### src/rtl/core/spms_pkg.sv
// Shared constants and types for the shared-pool multi-stack.
package spms_pkg;

  // Sizing
  localparam int NUM_STACKS = 4;
  localparam int POOL_SIZE  = 16;
  localparam int VALUE_W    = 32;

  // Link holds an entry index or the null code POOL_SIZE
  localparam int LINK_W = $clog2(POOL_SIZE + 1);
  localparam int ADDR_W = $clog2(POOL_SIZE);
  localparam int SID_W  = (NUM_STACKS > 1) ? $clog2(NUM_STACKS) : 1;

  typedef logic [LINK_W-1:0] link_t;

  // Request opcodes
  typedef enum logic {
    FUNC_PUSH = 1'b0,
    FUNC_POP  = 1'b1
  } func_t;

  // Result status codes
  typedef enum logic [1:0] {
    STATUS_OK    = 2'd0,
    STATUS_FULL  = 2'd1,
    STATUS_EMPTY = 2'd2
  } status_t;

endpackage

### src/rtl/core/spms_ram.sv
// Generic single-port-write, single-port-read RAM with registered read data.
module spms_ram #(
  parameter int WIDTH = 32,
  parameter int DEPTH = 16,
  localparam int ADDR_W = $clog2(DEPTH)
) (
  input  logic              clk,
  input  logic              we,
  input  logic [ADDR_W-1:0] waddr,
  input  logic [WIDTH-1:0]  wdata,
  input  logic [ADDR_W-1:0] raddr,
  output logic [WIDTH-1:0]  rdata
);

  logic [WIDTH-1:0] mem [DEPTH];
  logic [WIDTH-1:0] rdata_r;

  // Write port
  always_ff @(posedge clk) begin
    if (we) begin
      mem[waddr] <= wdata;
    end
  end

  // Registered read port
  always_ff @(posedge clk) begin
    rdata_r <= mem[raddr];
  end

  assign rdata = rdata_r;

endmodule

### src/rtl/core/shared_pool_multi_stack.sv
// Top level: several LIFO stacks sharing one linked pool with a free list.
//
//  channel  | ports                                      | flow
//  ---------+--------------------------------------------+-------------------------------
//  request  | start, busy, in_func, in_stack_id,         | taken when start && !busy
//           | in_push_value                              |
//  result   | out_valid, out_status, out_pop_value       | one-cycle strobe, no backpressure
//
// Each request has an accept cycle, which reads the link and value memories,
// and a write-back cycle after it, which modifies the heads and writes the link
// entry back. The result strobe comes in the cycle after that, and a new request
// may be accepted in that same cycle, while the previous result is shown.
// Reset is synchronous; link entries not yet written read as their reset
// chain through per-entry valid bits, so no clearing pass is needed.
// The receiver cannot stall; busy is high only in the write-back cycle.
module shared_pool_multi_stack import spms_pkg::*; (
  input  logic               clk,
  input  logic               rst_n,
  input  logic               start,
  output logic               busy,
  input  logic               in_func,
  input  logic [1:0]         in_stack_id,
  input  logic signed [31:0] in_push_value,
  output logic               out_valid,
  output logic [1:0]         out_status,
  output logic signed [31:0] out_pop_value
);

  typedef enum logic {
    S_IDLE,
    S_EXEC
  } state_t;

  state_t               state_r;
  logic                 func_r;
  logic [SID_W-1:0]     sid_r;
  logic [VALUE_W-1:0]   val_r;
  logic [ADDR_W-1:0]    slot_r;
  logic                 err_r;
  link_t                free_head_r;
  link_t                head_r [NUM_STACKS];
  logic [POOL_SIZE-1:0] link_vld_r;
  logic                 out_valid_r;
  logic [1:0]           out_status_r;
  logic [VALUE_W-1:0]   out_pop_value_r;

  logic                 accept;
  logic                 exec;
  logic [SID_W-1:0]     sid_ext;
  logic                 sid_ok;
  link_t                rd_link;
  logic                 req_err;
  logic [ADDR_W-1:0]    rd_addr;
  link_t                link_rdata;
  logic [VALUE_W-1:0]   val_rdata;
  link_t                link_q;
  logic                 push_ok;
  logic                 pop_ok;
  logic                 link_we;
  link_t                link_wdata;
  logic [1:0]           status_nxt;
  logic [VALUE_W-1:0]   pop_value_nxt;

  // Handshake
  assign exec   = (state_r == S_EXEC);
  assign busy   = exec;
  assign accept = start && !busy;

  // Read address: stack top for a pop, free-list head for a push
  assign sid_ext = SID_W'(in_stack_id);
  assign sid_ok  = (int'(in_stack_id) < NUM_STACKS);
  assign rd_link = (in_func == FUNC_POP) ? head_r[sid_ext] : free_head_r;
  assign req_err = !sid_ok || (rd_link >= link_t'(POOL_SIZE));
  assign rd_addr = rd_link[ADDR_W-1:0];

  // Link data: unwritten entries follow the reset chain
  assign link_q = link_vld_r[slot_r] ? link_rdata : (link_t'(slot_r) + link_t'(1));

  // Write-back decode
  assign push_ok    = exec && (func_r == FUNC_PUSH) && !err_r;
  assign pop_ok     = exec && (func_r == FUNC_POP) && !err_r;
  assign link_we    = push_ok || pop_ok;
  assign link_wdata = push_ok ? head_r[sid_r] : free_head_r;

  // Result
  always_comb begin
    if (!err_r) begin
      status_nxt = STATUS_OK;
    end else if (func_r == FUNC_PUSH) begin
      status_nxt = STATUS_FULL;
    end else begin
      status_nxt = STATUS_EMPTY;
    end
  end
  assign pop_value_nxt = pop_ok ? val_rdata : '0;

  // Memories
  spms_ram #(
    .WIDTH (LINK_W),
    .DEPTH (POOL_SIZE)
  ) u_link_ram (
    .clk   (clk),
    .we    (link_we),
    .waddr (slot_r),
    .wdata (link_wdata),
    .raddr (rd_addr),
    .rdata (link_rdata)
  );

  spms_ram #(
    .WIDTH (VALUE_W),
    .DEPTH (POOL_SIZE)
  ) u_value_ram (
    .clk   (clk),
    .we    (push_ok),
    .waddr (slot_r),
    .wdata (val_r),
    .raddr (rd_addr),
    .rdata (val_rdata)
  );

  // Control state, heads and registered result strobe
  always_ff @(posedge clk) begin
    if (!rst_n) begin
      state_r      <= S_IDLE;
      err_r        <= 1'b0;
      free_head_r  <= '0;
      link_vld_r   <= '0;
      out_valid_r  <= 1'b0;
      out_status_r <= STATUS_OK;
      for (int i = 0; i < NUM_STACKS; i++) begin
        head_r[i] <= link_t'(POOL_SIZE);
      end
    end else begin
      out_valid_r <= exec;
      unique case (state_r)
        S_IDLE: begin
          if (accept) begin
            state_r <= S_EXEC;
            err_r   <= req_err;
          end
        end
        S_EXEC: begin
          state_r      <= S_IDLE;
          out_status_r <= status_nxt;
          if (push_ok) begin
            free_head_r   <= link_q;
            head_r[sid_r] <= link_t'(slot_r);
          end
          if (pop_ok) begin
            head_r[sid_r] <= link_q;
            free_head_r   <= link_t'(slot_r);
          end
          if (link_we) begin
            link_vld_r[slot_r] <= 1'b1;
          end
        end
        default: state_r <= S_IDLE;
      endcase
    end
  end

  // Request payload and result value
  always_ff @(posedge clk) begin
    if (accept) begin
      func_r <= in_func;
      sid_r  <= sid_ext;
      val_r  <= in_push_value;
      slot_r <= rd_addr;
    end
    if (exec) begin
      out_pop_value_r <= pop_value_nxt;
    end
  end

  assign out_valid     = out_valid_r;
  assign out_status    = out_status_r;
  assign out_pop_value = out_pop_value_r;

`ifndef SYNTHESIS
  // An accepted request always occupies the write-back cycle
  a_accept_exec: assert property (@(posedge clk) disable iff (!rst_n)
    (start && !busy) |=> busy)
    else $error("accepted request did not enter write-back");

  // Every write-back produces exactly one result strobe
  a_exec_result: assert property (@(posedge clk) disable iff (!rst_n)
    busy |=> (out_valid && !busy))
    else $error("write-back not followed by a result");

  // Failed requests return a zero value
  a_err_zero: assert property (@(posedge clk) disable iff (!rst_n)
    (out_valid && (out_status != STATUS_OK)) |-> (out_pop_value == '0))
    else $error("failed request returned a nonzero value");

  // A successful push leaves the free-list head off the pushed entry
  a_push_free: assert property (@(posedge clk) disable iff (!rst_n)
    push_ok |=> (free_head_r != link_t'($past(slot_r))))
    else $error("pushed entry still at free-list head");
`endif

endmodule

### config.mk
export PLATFORM = sky130hd
export DESIGN_NAME = shared_pool_multi_stack
export DESIGN_NICKNAME = d
export VERILOG_FILES = /design/src/rtl/core/spms_pkg.sv /design/src/rtl/core/spms_ram.sv /design/src/rtl/core/shared_pool_multi_stack.sv
export SDC_FILE = /design/constraint.sdc
export NUM_CORES = 1
export LEC_CHECK = 0
export ABC_AREA = 1
export BUFFER_PORTS_ARGS = -buffer_cell sky130_fd_sc_hd__buf_2
export CAP_MARGIN = 0
export CORE_ASPECT_RATIO = 1.75
export CORE_MARGIN = 8
export CORE_UTILIZATION = 50
export DETAILED_ROUTE_END_ITERATION = 8
export HOLD_SLACK_MARGIN = 0.1
export PLACE_DENSITY = 0.7
export SYNTH_ARGS = -nofsm -noshare
export SYNTH_HDL_FRONTEND = slang
export SYNTH_SLANG_ARGS = --single-unit
### constraint.sdc
create_clock -name clk -period 3.5 [get_ports clk]
set_input_delay 0.7 -clock clk [delete_from_list [all_inputs] [get_ports clk]]
set_output_delay 0.7 -clock clk [all_outputs]
set_load 0.1 [all_outputs]
# Word-level counts from Yosys, hierarchy flattened
# Memory sizes are Yosys's and may differ from the RTL's. A register that Yosys moved wholly into a read port is not among the register bits.
# Index checks and enable logic that the tools add are counted.
[totals]
output_inout_bits = 36
regBits = 97
in_bits = 38
ram_bits = 612
mem_count = 3
[classes]
magnitude_cmp = 3
bitwise = 4
n_reduce_logical = 14
mux = 30
add_sub_neg = 1
[mem_list]
columns = ["name", "depth", "word_bits", "rd", "rd_clocked_by_memory_dff", "write_ports", "line_no", "text"]
rows = [
  ["u_value_ram.mem", 16, 32, 1, 1, 1, "spms_ram.sv:15", "logic [WIDTH-1:0] mem [DEPTH];"],
  ["u_link_ram.mem", 16, 5, 1, 1, 1, "spms_ram.sv:15", ""],
  ["head_r", 4, 5, 2, 1, 4, "shared_pool_multi_stack.sv:41", "link_t head_r [NUM_STACKS];"],
]
[ops]
columns = ["cell", "count"]
rows = [
  ["$mux 5", 7],
  ["$mux 1", 16],
  ["$or 16x16->16", 1],
  ["$mux 2", 4],
  ["$logic_and 1x1->1", 6],
  ["$reduce_and 2->1", 3],
  ["$add 4x1->5 const B", 1],
  ["$ge 5x5->1 const B", 1],
  ["$lt 4x5->1 const B", 1],
  ["$reduce_or 5->1", 1],
  ["$bmux 1 s4", 1],
  ["$demux 1 s4", 1],
  ["$ge 4x1->1 const B", 1],
  ["$logic_not 1->1", 2],
  ["$not 1->1", 2],
  ["$pmux 1 s2", 1],
  ["$reduce_bool 2->1", 1],
  ["$logic_or 1x1->1", 1],
  ["$or 1x1->1", 1],
]

# Longest topological paths before layout
[depth]
depth_word = 10
depth_mapped = 13

# Cells and area by module
# A second synthesis with hierarchy kept.
[hier_totals]
cells_unflattened = 2985
hier_area_um2 = 31495.2
[modules_own_cells]
columns = ["mod", "n_inst", "seq_area_each_um2", "area_per_inst_um2", "cells_each"]
rows = [
  ["spms_ram at u_value_ram", 1, 16015.4, 22730.6, 2120],
  ["shared_pool_multi_stack", 1, 3293.2, 5073.6, 510],
  ["spms_ram at u_link_ram", 1, 2502.4, 3691.0, 355],
]

# Worst setup path after synthesis
# No wires, ideal clock.
[synth_path]
path_type = "register to register"
from = "register state_r (netlist: busy)"
to = "memory u_value_ram.mem[4][0] (enable)"
stages_incl_launch_ff = 6
arrival_ns = 4.175
setup_slack_ns = -1.096
synth_period_minus_slack_ns = 4.596
path_buffers = 1
path_cell_list = "dfxtp_1 > inv_1 > nor3_2 > inv_2 > buf_1 > nor2_1"
[synth_via]
elab_chain_len = 4
[synth_lines]
columns = ["item", "line_no", "text"]
rows = [
  ["start: declaration", "shared_pool_multi_stack.sv:34", "state_t state_r;"],
  ["start signal: assignment", "shared_pool_multi_stack.sv:125", "state_r <= S_IDLE;"],
  ["start signal: assignment", "shared_pool_multi_stack.sv:139", "state_r <= S_EXEC;"],
  ["start signal: assignment", "shared_pool_multi_stack.sv:144", "state_r <= S_IDLE;"],
  ["$logic_and 1x1->1 (2 in a row)", "shared_pool_multi_stack.sv:80", "assign push_ok = exec && (func_r == FUNC_PUSH) && !err_r;"],
  ["$mux 1", "spms_ram.sv:20", "if (we) begin"],
  ["$mux 1 (not written as such)", "spms_ram.sv:21", "mem[waddr] <= wdata;"],
  ["end: declaration", "spms_ram.sv:15", ""],
]
# Every way passes these cells.

# Worst setup path in the final report
[layout_path]
from = "register func_r"
to = "memory u_value_ram.mem[2][28] (enable)"
[layout_via]
elab_chain_len = 5
[layout_lines]
columns = ["item", "line_no", "text"]
rows = [
  ["start: declaration", "shared_pool_multi_stack.sv:35", "logic func_r;"],
  ["start signal: assignment", "shared_pool_multi_stack.sv:166", "func_r <= in_func;"],
  ["$not 1->1", "-", ""],
  ["$logic_and 1x1->1 (2 in a row)", "shared_pool_multi_stack.sv:80", ""],
  ["$mux 1", "spms_ram.sv:20", ""],
  ["$mux 1 (not written as such)", "spms_ram.sv:21", ""],
]
# Every way passes these cells.

==> results.py <==
metrics = {
    "synthesis": {
        "synth_top_flop_cell": "edfxtp_1",
        "synth_most_common_cell": "nand3_1",
        "syn-instance-count": 2998,
        "yosysTopAreaCell": "edfxtp_1",
        "synthTopCellsByCount": "726 x nand3_1, 683 x edfxtp_1, 588 x inv_1",
        "ys_top_cells_by_area": "edfxtp_1 64%, nand3_1 11%, inv_1 6.9%",
        "ys_seq_elements": 748,
        "ys_seq_area_share_pct": 68.3,
        "synth-async-reset-ratio_pct": 0,
        "syn_nets": 3040,
        "synth_edf_count": 683,
        "yosys_warnings": 0,
        "synthesis.area_um2": 32000,
        "synth_top_cell_area_share_pct": 64.2,
        "ys_types": 24,
        "syn_area_per_cell_um2": 10.7,
    },
    "timing": {
        "setup_tns_ns": 0,
        "fmax_mhz": 363,
        "setup_viol_count_final": 0,
        "worst_pin_slew_ns": 1.18,
        "rsz0062_at_grt": "no",
        "drv_slew": 0,
        "skew_ns": 0.0261,
        "max_slew_margin_pct": 20.9,
        "finalCritPeriodShare_pct": 78.8,
        "fin_crit_ns": 2.76,
        "hold_violations": 0,
    },
    "power": {
        "cellLeakagePower_nw": 14.6,
        "ir_drop_mv": 0.380,
        "powerDensity_nw_per_um2": 551,
    },
    "finish": {
        "fin_util_pct": 56.4,
        "nets": 3076,
        "post_layout_nonfiller_instances": 3894,
        "drive_gt1_share_pct": 8.84,
        "syn_to_final_growth_pct": 11.5,
        "post-route-cell-area_um2": 35600,
        "antenna_cells": 0,
    },
    "route": {
        "drt_first_iter_violations": 2274,
        "vias_per_cell": 5.60,
        "drc_errors": 0,
        "vias": 21800,
        "wl_per_cell_um": 21.0,
        "wl_mm": 81.6,
        "detail_route.first_pass.iterations": 5,
        "ant_nets": 0,
    },
    "job": {
        "cap_violations": 0,
    },
    "die": {
        "coreArea_um2": 63200,
        "die_area_um2": 72600,
        "die_y_um": 350,
        "io_pins": 74,
        "die_x_um": 207,
        "fp-row-count": 122,
        "start_util_pct": 50.6,
    },
    "worst_setup_path": {
        "endpoint_kind": "flop",
        "cp_num_cells": 5,
        "worst-r2r-setup-slack_ns": 0.74,
        "critical_path_class": "reg -> reg",
        "crit_fanout": 23,
        "cpMaxStageDelayCell": "nor2_4",
        "path_buf_inv": 3,
        "start_kind": "flop",
        "reg2reg_depth": 5,
        "cp.arrival_ns": 2.99,
        "cp.required_ns": 3.73,
        "cpMostUsedCell": "buf_4",
        "path_cells": "nor3_2 -> buf_4 -> inv_2 -> nor2_4 -> buf_4",
        "worst_path_largest_cell_delay_ns": 0.58,
        "critical-path-top-delay-family": "buffers and inverters",
    },
    "global_route": {
        "grt.total_usage_pct": 22.1,
        "grt-busiest-layer": "met2",
        "use_met3_pct": 3.14,
        "grt_pass1_wl_mm": 124,
        "grt_use_met1_pct": 24.9,
        "use_met2_pct": 39.6,
        "grt_start_max_net_pins": 105,
        "grt_remaining_overflow": 0,
        "grt_pass1_vias": 21900,
        "grt_antenna_before_repair": 1,
    },
    "place": {
        "hpwl_mm": 44.9,
        "gp_congestion": 0.851,
        "port_buffers": 73,
        "dp.cells": 3771,
        "placed_cell_area_um2": 33400,
    },
    "clock_network": {
        "clk_pin_slew_ns": 0.06,
        "cts_buffers": 67,
        "hold_buffers": 0,
        "post_cts_buffers": 0,
        "cts_tree": "built",
        "root_buffer": "clkbuf_16",
        "cts_resized": 0,
        "clkSinkCount": 748,
        "clk-insertion-delay-late_ns": 0.61,
        "clock_path_buffers": 3,
        "htreeDepth": 3,
    },
    "outcome": {
        "run_status": "finished, final reports clean",
    },
    "hold_path": {
        "min_path_cells": 1,
        "hold_class": "in -> reg",
    },
}
[cell usage in the layout (no fill, tap or decap), types with 2 or more instances in the layout]
| cell type | count |
|---|---|
| a21oi_1 | 22 |
| buf_12 | 19 |
| buf_2 | 73 |
| buf_4 | 40 |
| bufinv_16 | 8 |
| clkbuf_1 | 14 |
| clkbuf_16 | 69 |
| clkbuf_8 | 3 |
| clkinv_1 | 9 |
| clkinv_2 | 13 |
| clkinv_8 | 2 |
| clkinvlp_4 | 4 |
| dfxtp_1 | 64 |
| edfxtp_1 | 683 |
| ha_1 | 4 |
| inv_1 | 586 |
| inv_2 | 8 |
| inv_6 | 3 |
| nand2_1 | 431 |
| nand2_2 | 3 |
| nand2_8 | 2 |
| nand3_1 | 725 |
| nand3_2 | 2 |
| nand3b_1 | 111 |
| nor2_1 | 132 |
| nor2_4 | 16 |
| o21ai_0 | 29 |
| o21ai_4 | 4 |
| o22ai_1 | 3 |
[routing by layer]
layer,vias to the layer above,part of all wire (%)
li1,9979,-
met1,10600,37
met2,995,51
met3,257,6.7
met4,0,5.4
met5,-,0
[sequential cells by signal, indices dropped and copies added, names as in the netlist, 2 cells and up, named ones only]
name and count:
sid_r 2, head_r 20, u_link_ram.rdata 5, link_vld_r 16, free_head_r 5, val_r 32, u_link_ram.mem 80, u_value_ram.mem 512
out_status 2, u_value_ram.rdata 32, slot_r 4, out_pop_value 32
[cell families after synthesis]
group,Yosys count,synth area share [%]
XOR/XNOR,1,0.0274
AND/OR/NAND/NOR,1425,21.0
AO/OA/AOI/OAI,59,0.983
buffers and inverters,761,9.62
flip-flops,748,68.3
adder cells (fa/ha/maj),4,0.157
[power by group]
part | switching [W] | leakage, nW | total, W | internal (W)
clock network | 0.00324 | 1.09 | 0.00755 | 0.00431
logic | 0.00140 | 6.73 | 0.00194 | 0.000533
registers | 0.000181 | 6.77 | 0.0102 | 0.00997
total | 0.00482 | 14.6 | 0.0196 | 0.0148
[final cells by class]
cell class / count / area, µm²
repair buffers: 132 / 1050
multi-input cells: 1489 / 7270
well taps: 806 / 1010
flip-flops and latches: 748 / 21800
fillers: 5152 / 27600
clock buffers: 86 / 1820
inverters: 596 / 2240
clock inverters: 37 / 420
[worst paths after layout]
path                startpoint                      to
max                     func_r  u_value_ram.mem[2][28]
min          in_push_value[21]               val_r[21]
max reg2reg             func_r  u_value_ram.mem[2][28]
min reg2reg     link_vld_r[14]          link_vld_r[14]
[stage by stage]
stage / power, W / hold slack (ns) / worst slack (ns)
2_1_floorplan: 0.0116 / 0.440 / -0.324
3_3_place_gp: 0.0122 / 0.449 / 0.571
3_5_place_dp: 0.0123 / 0.458 / 0.549
4_1_cts: 0.0197 / 0.233 / 0.666
5_1_grt: 0.0202 / 0.238 / 0.625
6_report: 0.0196 / 0.264 / 0.743
Note: power is estimated with default switching activity, not from simulation.
